===== config.mk =====
export PLATFORM = sky130hd
export DESIGN_NAME = four_digit_seven_segment_scanner
export DESIGN_NICKNAME = d
export VERILOG_FILES = /design/src/rtl/fsdss_pkg.sv /design/src/rtl/fsdss_drive.sv /design/src/rtl/four_digit_seven_segment_scanner.sv
export SDC_FILE = /design/constraint.sdc
export NUM_CORES = 1
export LEC_CHECK = 0
export BUFFER_PORTS_ARGS = -buffer_cell sky130_fd_sc_hd__buf_4
export CORE_MARGIN = 2
export CORE_UTILIZATION = 53
export DETAILED_ROUTE_END_ITERATION = 16
export PLACE_DENSITY = 0.71
export SLEW_MARGIN = 20
export SYNTH_ARGS = -nofsm -noshare
export SYNTH_HDL_FRONTEND = slang
export SYNTH_SLANG_ARGS = --single-unit

===== constraint.sdc =====
create_clock -name clk -period 5.7 [get_ports clk]
set_input_delay 0.285 -clock clk [delete_from_list [all_inputs] [get_ports clk]]
set_output_delay 0.285 -clock clk [all_outputs]
set_load 0.005 [all_outputs]

===== src/rtl/fsdss_pkg.sv =====
package fsdss_pkg;

  // Command codes
  localparam logic CMD_LOAD = 1'b0;
  localparam logic CMD_TICK = 1'b1;

  localparam int NUM_POS        = 4;
  localparam int POINT_POS      = 2;
  localparam int BLANK_POS      = 3;
  localparam int VALUE_W        = 14;
  localparam int PAIR_W         = 7;
  localparam int PROD_W         = 27;
  localparam int RECIP_SHIFT    = 19;

  localparam logic [VALUE_W-1:0] VALUE_MAX  = 14'd9999;
  // floor(v * 5243 / 2**19) == floor(v / 100) for every v up to 9999
  localparam logic [PROD_W-1:0]  RECIP_100  = 27'd5243;
  localparam logic [6:0]         SEG_OFF    = 7'h7F;

  typedef logic [3:0] digit_t;
  typedef logic [1:0] pos_t;

  typedef struct packed {
    logic                cmd;
    logic signed [15:0]  value_hundredths;
  } in_item_t;

  typedef struct packed {
    logic [6:0] segments_n;
    logic [3:0] digit_enable;
    logic       point_n;
  } out_item_t;

  // Active-low segment pattern, bit 0 = A .. bit 6 = G
  function automatic logic [6:0] seg_pattern(input digit_t d);
    logic [6:0] seg;
    unique case (d)
      4'd0:    seg = 7'h40;
      4'd1:    seg = 7'h79;
      4'd2:    seg = 7'h24;
      4'd3:    seg = 7'h30;
      4'd4:    seg = 7'h19;
      4'd5:    seg = 7'h12;
      4'd6:    seg = 7'h02;
      4'd7:    seg = 7'h78;
      4'd8:    seg = 7'h00;
      4'd9:    seg = 7'h10;
      default: seg = SEG_OFF;
    endcase
    return seg;
  endfunction

  // Split a value below 100 into {tens, ones} with a compare ladder
  function automatic logic [7:0] split_pair(input logic [PAIR_W-1:0] x);
    digit_t              tens;
    logic [PAIR_W-1:0]   ones;
    tens = 4'd0;
    for (int k = 1; k < 10; k++) begin
      if (x >= PAIR_W'(k * 10)) begin
        tens = 4'(k);
      end
    end
    ones = x - PAIR_W'(tens) * PAIR_W'(10);
    return {tens, ones[3:0]};
  endfunction

endpackage


===== src/rtl/fsdss_drive.sv =====
module fsdss_drive
  import fsdss_pkg::*;
(
  input  pos_t      pos,
  input  digit_t    digit,
  output out_item_t drive
);

  always_comb begin
    // blank a leading zero in the tens place
    if (pos == pos_t'(BLANK_POS) && digit == 4'd0) begin
      drive.segments_n = SEG_OFF;
    end else begin
      drive.segments_n = seg_pattern(digit);
    end
    drive.digit_enable = 4'b0001 << pos;
    drive.point_n      = (pos == pos_t'(POINT_POS)) ? 1'b0 : 1'b1;
  end

endmodule


===== src/rtl/four_digit_seven_segment_scanner.sv =====
// Path: an accepted tick item passes the input register and the digit stage
//   before it lands in the output register.
// Throughput: one item per cycle while results are drained; a load produces
//   no result and never waits on the output itself, but queues behind a tick
//   that does, so at most three items are in flight.
// Reset (rst, synchronous): empties the pipeline, clears all four digits to
//   zero and returns the scan position to zero.
module four_digit_seven_segment_scanner
  import fsdss_pkg::*;
(
  input  logic      clk,
  input  logic      rst,
  input  logic      in_valid,
  output logic      in_ready,
  input  in_item_t  in_item,
  output logic      out_valid,
  input  logic      out_ready,
  output out_item_t out_item
);

  // Stage A: raw input register
  logic      valid_a;
  in_item_t  item_a;

  // Stage B: clamped value and its hundreds quotient
  logic                valid_b;
  logic                cmd_b;
  logic [VALUE_W-1:0]  value_b;
  logic [PAIR_W-1:0]   quot_b;

  // Display state
  digit_t digit_store [NUM_POS];
  pos_t   scan_pos;

  logic                out_free;
  logic                a_move;
  logic                b_move;
  logic                load_fire;
  logic                tick_fire;
  logic [VALUE_W-1:0]  value_clamped;
  logic [PROD_W-1:0]   quot_prod;
  logic [VALUE_W-1:0]  rem_full;
  logic [7:0]          hi_pair;
  logic [7:0]          lo_pair;
  digit_t              rd_digit;
  out_item_t           drive;

  // The output slot can take a new result when empty or being drained.
  // A load in stage B always retires; a tick needs the output slot.
  assign out_free  = !out_valid || out_ready;
  assign b_move    = !valid_b || (cmd_b == CMD_LOAD) || out_free;
  assign a_move    = !valid_a || b_move;
  assign in_ready  = a_move;
  assign load_fire = valid_b && (cmd_b == CMD_LOAD);
  assign tick_fire = valid_b && (cmd_b == CMD_TICK) && out_free;

  // Stage A logic: clamp negatives to zero and large values to 99.99,
  // then take the hundreds quotient by reciprocal multiply.
  always_comb begin
    if (item_a.value_hundredths[15]) begin
      value_clamped = '0;
    end else if (item_a.value_hundredths[14:0] > 15'(VALUE_MAX)) begin
      value_clamped = VALUE_MAX;
    end else begin
      value_clamped = item_a.value_hundredths[VALUE_W-1:0];
    end
    quot_prod = PROD_W'(value_clamped) * RECIP_100;
  end

  // Stage B logic: remainder below 100, then both pairs to decimal digits
  always_comb begin
    rem_full = value_b - VALUE_W'(quot_b) * VALUE_W'(100);
    hi_pair  = split_pair(quot_b);
    lo_pair  = split_pair(rem_full[PAIR_W-1:0]);
  end

  // Ticks read the store after every earlier load has written it,
  // since both kinds of item pass stage B in order.
  assign rd_digit = digit_store[scan_pos];

  fsdss_drive u_drive (
    .pos   (scan_pos),
    .digit (rd_digit),
    .drive (drive)
  );

  // Control state
  always_ff @(posedge clk) begin
    if (rst) begin
      valid_a     <= 1'b0;
      valid_b     <= 1'b0;
      out_valid   <= 1'b0;
      scan_pos    <= '0;
      digit_store <= '{default: '0};
    end else begin
      if (a_move) begin
        valid_a <= in_valid;
      end
      if (b_move) begin
        valid_b <= valid_a;
      end
      if (tick_fire) begin
        out_valid <= 1'b1;
      end else if (out_ready) begin
        out_valid <= 1'b0;
      end
      // Least significant digit first
      if (load_fire) begin
        digit_store[0] <= lo_pair[3:0];
        digit_store[1] <= lo_pair[7:4];
        digit_store[2] <= hi_pair[3:0];
        digit_store[3] <= hi_pair[7:4];
      end
      // Advance the scan, wrapping after the tens digit
      if (tick_fire) begin
        scan_pos <= scan_pos + pos_t'(1);
      end
    end
  end

  // Payload registers
  always_ff @(posedge clk) begin
    if (a_move) begin
      item_a <= in_item;
    end
    if (b_move) begin
      cmd_b   <= item_a.cmd;
      value_b <= value_clamped;
      quot_b  <= quot_prod[RECIP_SHIFT +: PAIR_W];
    end
    if (tick_fire) begin
      out_item <= drive;
    end
  end

  // Exactly one digit is enabled on every result
  a_onehot_enable: assert property (@(posedge clk) disable iff (rst)
    out_valid |-> $onehot(out_item.digit_enable))
    else $error("digit enable not one-hot");

  // The point is lit only together with position 2
  a_point_pos: assert property (@(posedge clk) disable iff (rst)
    (out_valid && !out_item.point_n) |-> out_item.digit_enable[POINT_POS])
    else $error("decimal point lit off position 2");

  // A scanned digit is always decimal
  a_digit_range: assert property (@(posedge clk) disable iff (rst)
    (valid_b && cmd_b == CMD_TICK) |-> (rd_digit <= 4'd9))
    else $error("stored digit above 9");

  // Each emitted tick advances the scan position by one
  a_scan_step: assert property (@(posedge clk) disable iff (rst)
    tick_fire |=> (scan_pos == $past(scan_pos) + pos_t'(1)))
    else $error("scan position did not advance");

endmodule


Word-level counts from Yosys, hierarchy flattened --
Memories as Yosys holds them, arrays and structs flattened. A register that Yosys moved wholly into a read port is not among the register bits. Index checks and enable logic that the tools add are counted.
Storage, ports and cells: memory bits (read-only) 112, memories kept 1, bits in registers 58
Cells by class: reductions and logical operators 13, shifts and indexed selects 1, $add $sub $neg 4, magnitude comparators 20, mux-type cells 26, bitwise gates (word level) 2, equality and inequality tests 2, multipliers 4
Memories:
- (name not given) | depth 16, width 7, rd ports 1, clocked after Yosys merged registers in 1, write ports 0, RTL line fsdss_pkg.sv:37 | unique case (d)
Operators with widths (number):
- two-way mux 4 bit | 18
- greater-or-equal comparator 7 x 6 -> 1 bit, second input constant | 6
- greater-or-equal comparator 7 bit, second input constant | 6
- greater-or-equal comparator 7 x 5 -> 1 bit, second input constant | 4
- two-way mux 14 bit | 2
- multiplier 14 x 13 -> 26 bit, second input constant | 1
- greater-than comparator 15 x 14 -> 1 bit, second input constant | 1
- greater-or-equal comparator 7 x 4 -> 1 bit, second input constant | 2
- binary-select mux 4 bit (select 2 bit) | 1
- multiplier 4 x 3 -> 3 bit, second input constant | 2
- subtractor 4 bit | 2
- multiplier 7 x 5 -> 5 bit, second input constant | 1
- subtractor 7 bit | 1
- two-way mux 1 bit | 5
- == test 2 bit, second input constant | 2
- logical AND 1 bit | 4
- zero test 4 bit | 1
- logical OR 1 bit | 4
- left shift 1 x 2 -> 4 bit, first input constant | 1
- greater-or-equal comparator 3 bit, second input constant | 1
- zero test 1 bit | 3
- inverter 2 -> 3 bit | 1
- adder 2 x 1 -> 2 bit, second input constant | 1
- nonzero test 2 bit | 1
- inverter 1 bit | 1

Logic depth before layout (Yosys ltp) --
word-level depth 14, gate-level depth with buffers 25, depth with buffers taken out 24

Hierarchy --
From an unflattened synthesis, not the netlist that was laid out.
Second synthesis, totals: cells, all modules 613, area total of the unflattened synthesis 6511.2 sq um
Modules (own cells, without submodules):
- four_digit_seven_segment_scanner | cells an instance 585, seq. area each 1741.7 sq um, area each 6292.3 sq um, times used 1
- fsdss_drive | cells an instance 28, seq. area each 0.0 sq um, area each 219.0 sq um, times used 1

Worst setup path after synthesis --
OpenSTA, ideal clock, no wires.
kind flip-flop to flip-flop, start register item_a[4] (netlist bit), end register quot_b[6], data pin, period minus slack after synthesis 6.016 ns, library setup time 0.264 ns, slack -0.316 ns, arrival 5.752 ns, cell stages (with the launch flop) 23, path through edfxtp_1 nor4_1 o21ai_0 a21o_1 clkbuf_1 nor2_1 nand2_1 inv_1 ha_1 fa_1 fa_1 fa_1 inv_1 fa_1 inv_1 ha_1 a21o_1 a21o_1 a2111oi_2 a311oi_1 a21oi_1 nand4b_1 nand4_1
On the way: cells in the longest elaborated chain, start to end 4
RTL lines:
- from (decl) | RTL line four_digit_seven_segment_scanner.sv:23 | in_item_t item_a;
- from (signal assigned) | RTL line four_digit_seven_segment_scanner.sv:124 | item_a <= in_item;
- greater-than comparator 15 x 14 -> 1 bit | RTL line four_digit_seven_segment_scanner.sv:62 | end else if (item_a.value_hundredths[14:0] > 15'(VALUE_MAX)) begin
- two-way mux 14 bit (*) | RTL line four_digit_seven_segment_scanner.sv:62
- two-way mux 14 bit (*) | RTL line four_digit_seven_segment_scanner.sv:60 | if (item_a.value_hundredths[15]) begin
- multiplier 14 x 13 -> 26 bit (*) | RTL line four_digit_seven_segment_scanner.sv:67 | quot_prod = PROD_W'(value_clamped) * RECIP_100;
- named net quot_prod[25] | RTL line four_digit_seven_segment_scanner.sv:41 | logic [PROD_W-1:0] quot_prod;
- to (signal assigned) | RTL line four_digit_seven_segment_scanner.sv:129 | quot_b <= quot_prod[RECIP_SHIFT +: PAIR_W];
- to (decl) | RTL line four_digit_seven_segment_scanner.sv:29 | logic [PAIR_W-1:0] quot_b;
The timed path passes the listed nets; every way through them passes the cells marked *. A chain may end at the register's enable or synchronous reset.

Worst setup path in the final report --
start register item_a[7] (netlist bit), end register quot_b[6], data pin
The elaborated chain is that of the path after synthesis.

==> summary.md <==
| Metric | Value |
|---|---|
| Die Width | ~120 um |
| Vias per cell | between 5 and 6 |
| Final min period | between 5 and 6 ns |
| Slew headroom | between 50% and 60% |
| Maximum VDD drop | around 0.25 mV |
| Worst path top cell family by delay | adder cells |
| First-pass GRT wire length | about 23 mm |
| Worst Hold Class | input pin to register |
| Synthesized area | around 6700 um^2 |
| Clock sinks | 65 |
| Std-Cell Rows | between 40 and 50 |
| # diodes | 0 |
| Number of global-route vias before repair | 4896 |
| Outcome | finished with violations |
| IO Port Bufs | 34 |
| Top post-synthesis cells by count | inv_1, ha_1, fa_1 |
| Final HPWL DP | around 11 mm |
| CP startpoint kind | register |
| Root Driver | clkbuf_16 |
| Max Fclk | 171 MHz |
| Drt initial violations | around 250 |
| RSZ-0062 raised after global routing | yes |
| GP Congestion | 0.904 |
| Overall routing resource usage | a little over a fifth |
| Fin nets | between 900 and 1000 |
| Area Overhead vs Synth | 22.5% |
| Sequential area share after synthesis | ~26% |
| Yosys cell types | 68 |
| IO Count | 35 |
| Endpoint type of the worst setup path | register |
| Crit path max fanout | 5 |
| Ys async rst share | 0% |
| Top-count cell post-synth | inv_1 |
| Post-synth EDFFs | 44 |
| Die Area | between 10000 and 15000 um^2 |
| WL final | around 15 mm |
| FF/Latch Area | about 1700 um^2 |
| Leakage | approximately 3.9 nW |
| H-tree depth | 3 |
| Crit path largest cell delay | approximately 0.58 ns |
| Crit-path cells | nor4_2 -> o21ai_1 -> a21o_2 -> nor2_4 -> nand2_2 -> inv_2 -> ha_2 -> fa_1 -> fa_1 -> fa_1 -> inv_1 -> fa_1 -> inv_1 -> ha_1 -> a21o_1 -> a21o_1 -> a2111oi_4 -> a311oi_4 -> a21oi_4 -> nand4b_1 -> nand4_1 |
| Final Skew | between 0.007 and 0.008 ns |
| Arrival time worst endpoint | a little under 6 ns |
| Clock Pin Slew Worst Setup and Hold Paths | approximately 0.06 ns |
| Hold_ws | 0.114 ns |
| Cells after synthesis | roughly 640 |
| Chip height | roughly 120 um |
| Area of the core | approximately 13000 um^2 |
| Latest clock arrival within the worst-skew pair | between 0.3 and 0.4 ns |
| FILL cells | ~940 |
| Ys flop type | edfxtp_1 |
| Hold-fix buffers, CTS | 0 |
| Pre-Repair DR Iteration Count | 4 |
| Antenna-violating nets left | 0 |
| Violated checks | negative setup slack |
| Synth Net Count | 830 |
| Initial Util | 53.6% |
| Slew Viols, Final | 0 |
| CP bufs+invs | 3 |
| Total CTS buffers | 9 |
| Pwr dens | between 400 and 500 nW/um^2 |
| TritonCTS clock tree | done |
| Antenna violations before repair | 0 |
| Leading area contributor after synthesis | ha_1 |
| Crit share post-route | 103% |
| Highest-delay cell along the critical path | fa_1 |
| Final WS setup | -0.157 ns |
| Most used cell, CP | fa_1 |
| #FFs+latches synth | 65 |
| Tightest Pin Transition | ~0.74 ns |
| WL/cell | about 16 um |
| Routed vias | between 4000 and 5000 |
| Yosys top cell area share | about a fifth |
| Largest net degree at the start of global routing | 23 |
| CP required | between 5 and 6 ns |
| Final hold viol count | 0 |
| Synth area leaders | ha_1, edfxtp_1, fa_1 |
| Syn. warnings | 0 |
| Global route overflow | 0 |
| Power Total | between 3 and 4 mW |
| Area taken by multi-input logic gates | 4760 um^2 |
| Final count of negative-setup-slack endpoints | 5 |
| Max cap viols | 0 |
| CP Class | register to register |
| Synth Area per Inst | 10.5 um^2 |
| Max Buffers Root-to-Sink | 2 |
| Layout cells sized above 1 | around 28% |
| Drt drc | 0 |
## report_power, final
part	switching, mW	internal (mW)	total [mW]
Clock	0.217	0.297	0.514
Sequential	0.0470	0.555	0.603
Combinational	1.24	1.12	2.36
## cells by family (layout without fill, tap and decap cells)
kind of cell	count (synthesis)	count (layout)	share of synthesized area (%)
AO/OA/AOI/OAI	96	96	9.84
XOR/XNOR	27	27	5.07
adder cells (fa/ha/maj)	173	173	39.5
buffers and inverters	133	236	8.07
flip-flops	65	65	25.9
multiplexers	10	10	2.29
AND/OR/NAND/NOR	133	133	9.34
## metrics by stage
step	instances	instance area, um^2	utilization (%)	worst slack (ns)	setup TNS, ns
2_1_floorplan	637	6730	-	0.0164	0
3_3_place_gp	879	7490	59.8	-0.0686	-0.127
3_5_place_dp	879	7490	59.8	-0.356	-1.08
4_1_cts	902	7930	63.3	0.00418	0
5_1_grt	912	8230	65.7	-0.367	-1.86
6_report	912	8230	65.7	-0.157	-0.441
## placed cells by master (no fill, tap or decap), types with 10 or more instances in the layout
cell      synthesis  routed
dfxtp_1          21      21
xnor2_1          16      16
nor2_1           45      39
edfxtp_1         44      44
nand3_1          10      10
inv_1           116     101
fa_1             65      62
o21ai_0          14      11
nand2_1          38      36
ha_4              0      14
a21oi_1          29      23
ha_1            107      91
buf_4             1     101
inv_2             0      14
## path summary, 6_finish.rpt
path,startpoint,endpoint,slack [ns],cells past startpoint
worst max-delay path,item_a[7],quot_b[6],-0.16,21
worst min-delay path,in_item[7],item_a[7],0.11,1
worst max register to register,item_a[7],quot_b[6],-0.16,21
worst min register to register,item_a[16],cmd_b,0.43,0
## sequential cells by signal, summed over array words and instances, names as in the netlist
register	cells
item_a	17
digit_store	16
out_item	12
quot_b	7
value_b	7
scan_pos	2
cmd_b	1
out_valid	1
valid_a	1
valid_b	1
## metal layers
metal | global-route usage [%] | routed length (um)
met5 | 0 | 0
met4 | 9.57 | 465
met3 | 4.62 | 404
met2 | 39.7 | 7850
met1 | 24.9 | 5810
## timing repair
item,4_1_cts,5_1_grt
setup endpoints to repair,5,7
gates resized for setup,22,49
pin swaps,18,40
setup buffers,7,11
## worst register-to-register path, cell delays in order, from the launching register on
cell and delay, ns:
edfxtp_1 0.41, nor4_2 0.30, o21ai_1 0.11, a21o_2 0.27, nor2_4 0.19, nand2_2 0.09, inv_2 0.09, ha_2 0.30
fa_1 0.58, fa_1 0.46, fa_1 0.50, inv_1 0.06, fa_1 0.54, inv_1 0.05, ha_1 0.22, a21o_1 0.18
a21o_1 0.23, a2111oi_4 0.40, a311oi_4 0.19, a21oi_4 0.18, nand4b_1 0.13, nand4_1 0.11
## layout make-up
class                      count  area share [%]
timing repair buffer         104            9.63
clock buffer                   9            2.74
sequential                    65            21.2
inverter                     116            5.32
multi-input combinational    439            57.8
tap                          172            2.62
clock inverter                 7           0.684
(Power assumes the default switching activity.)
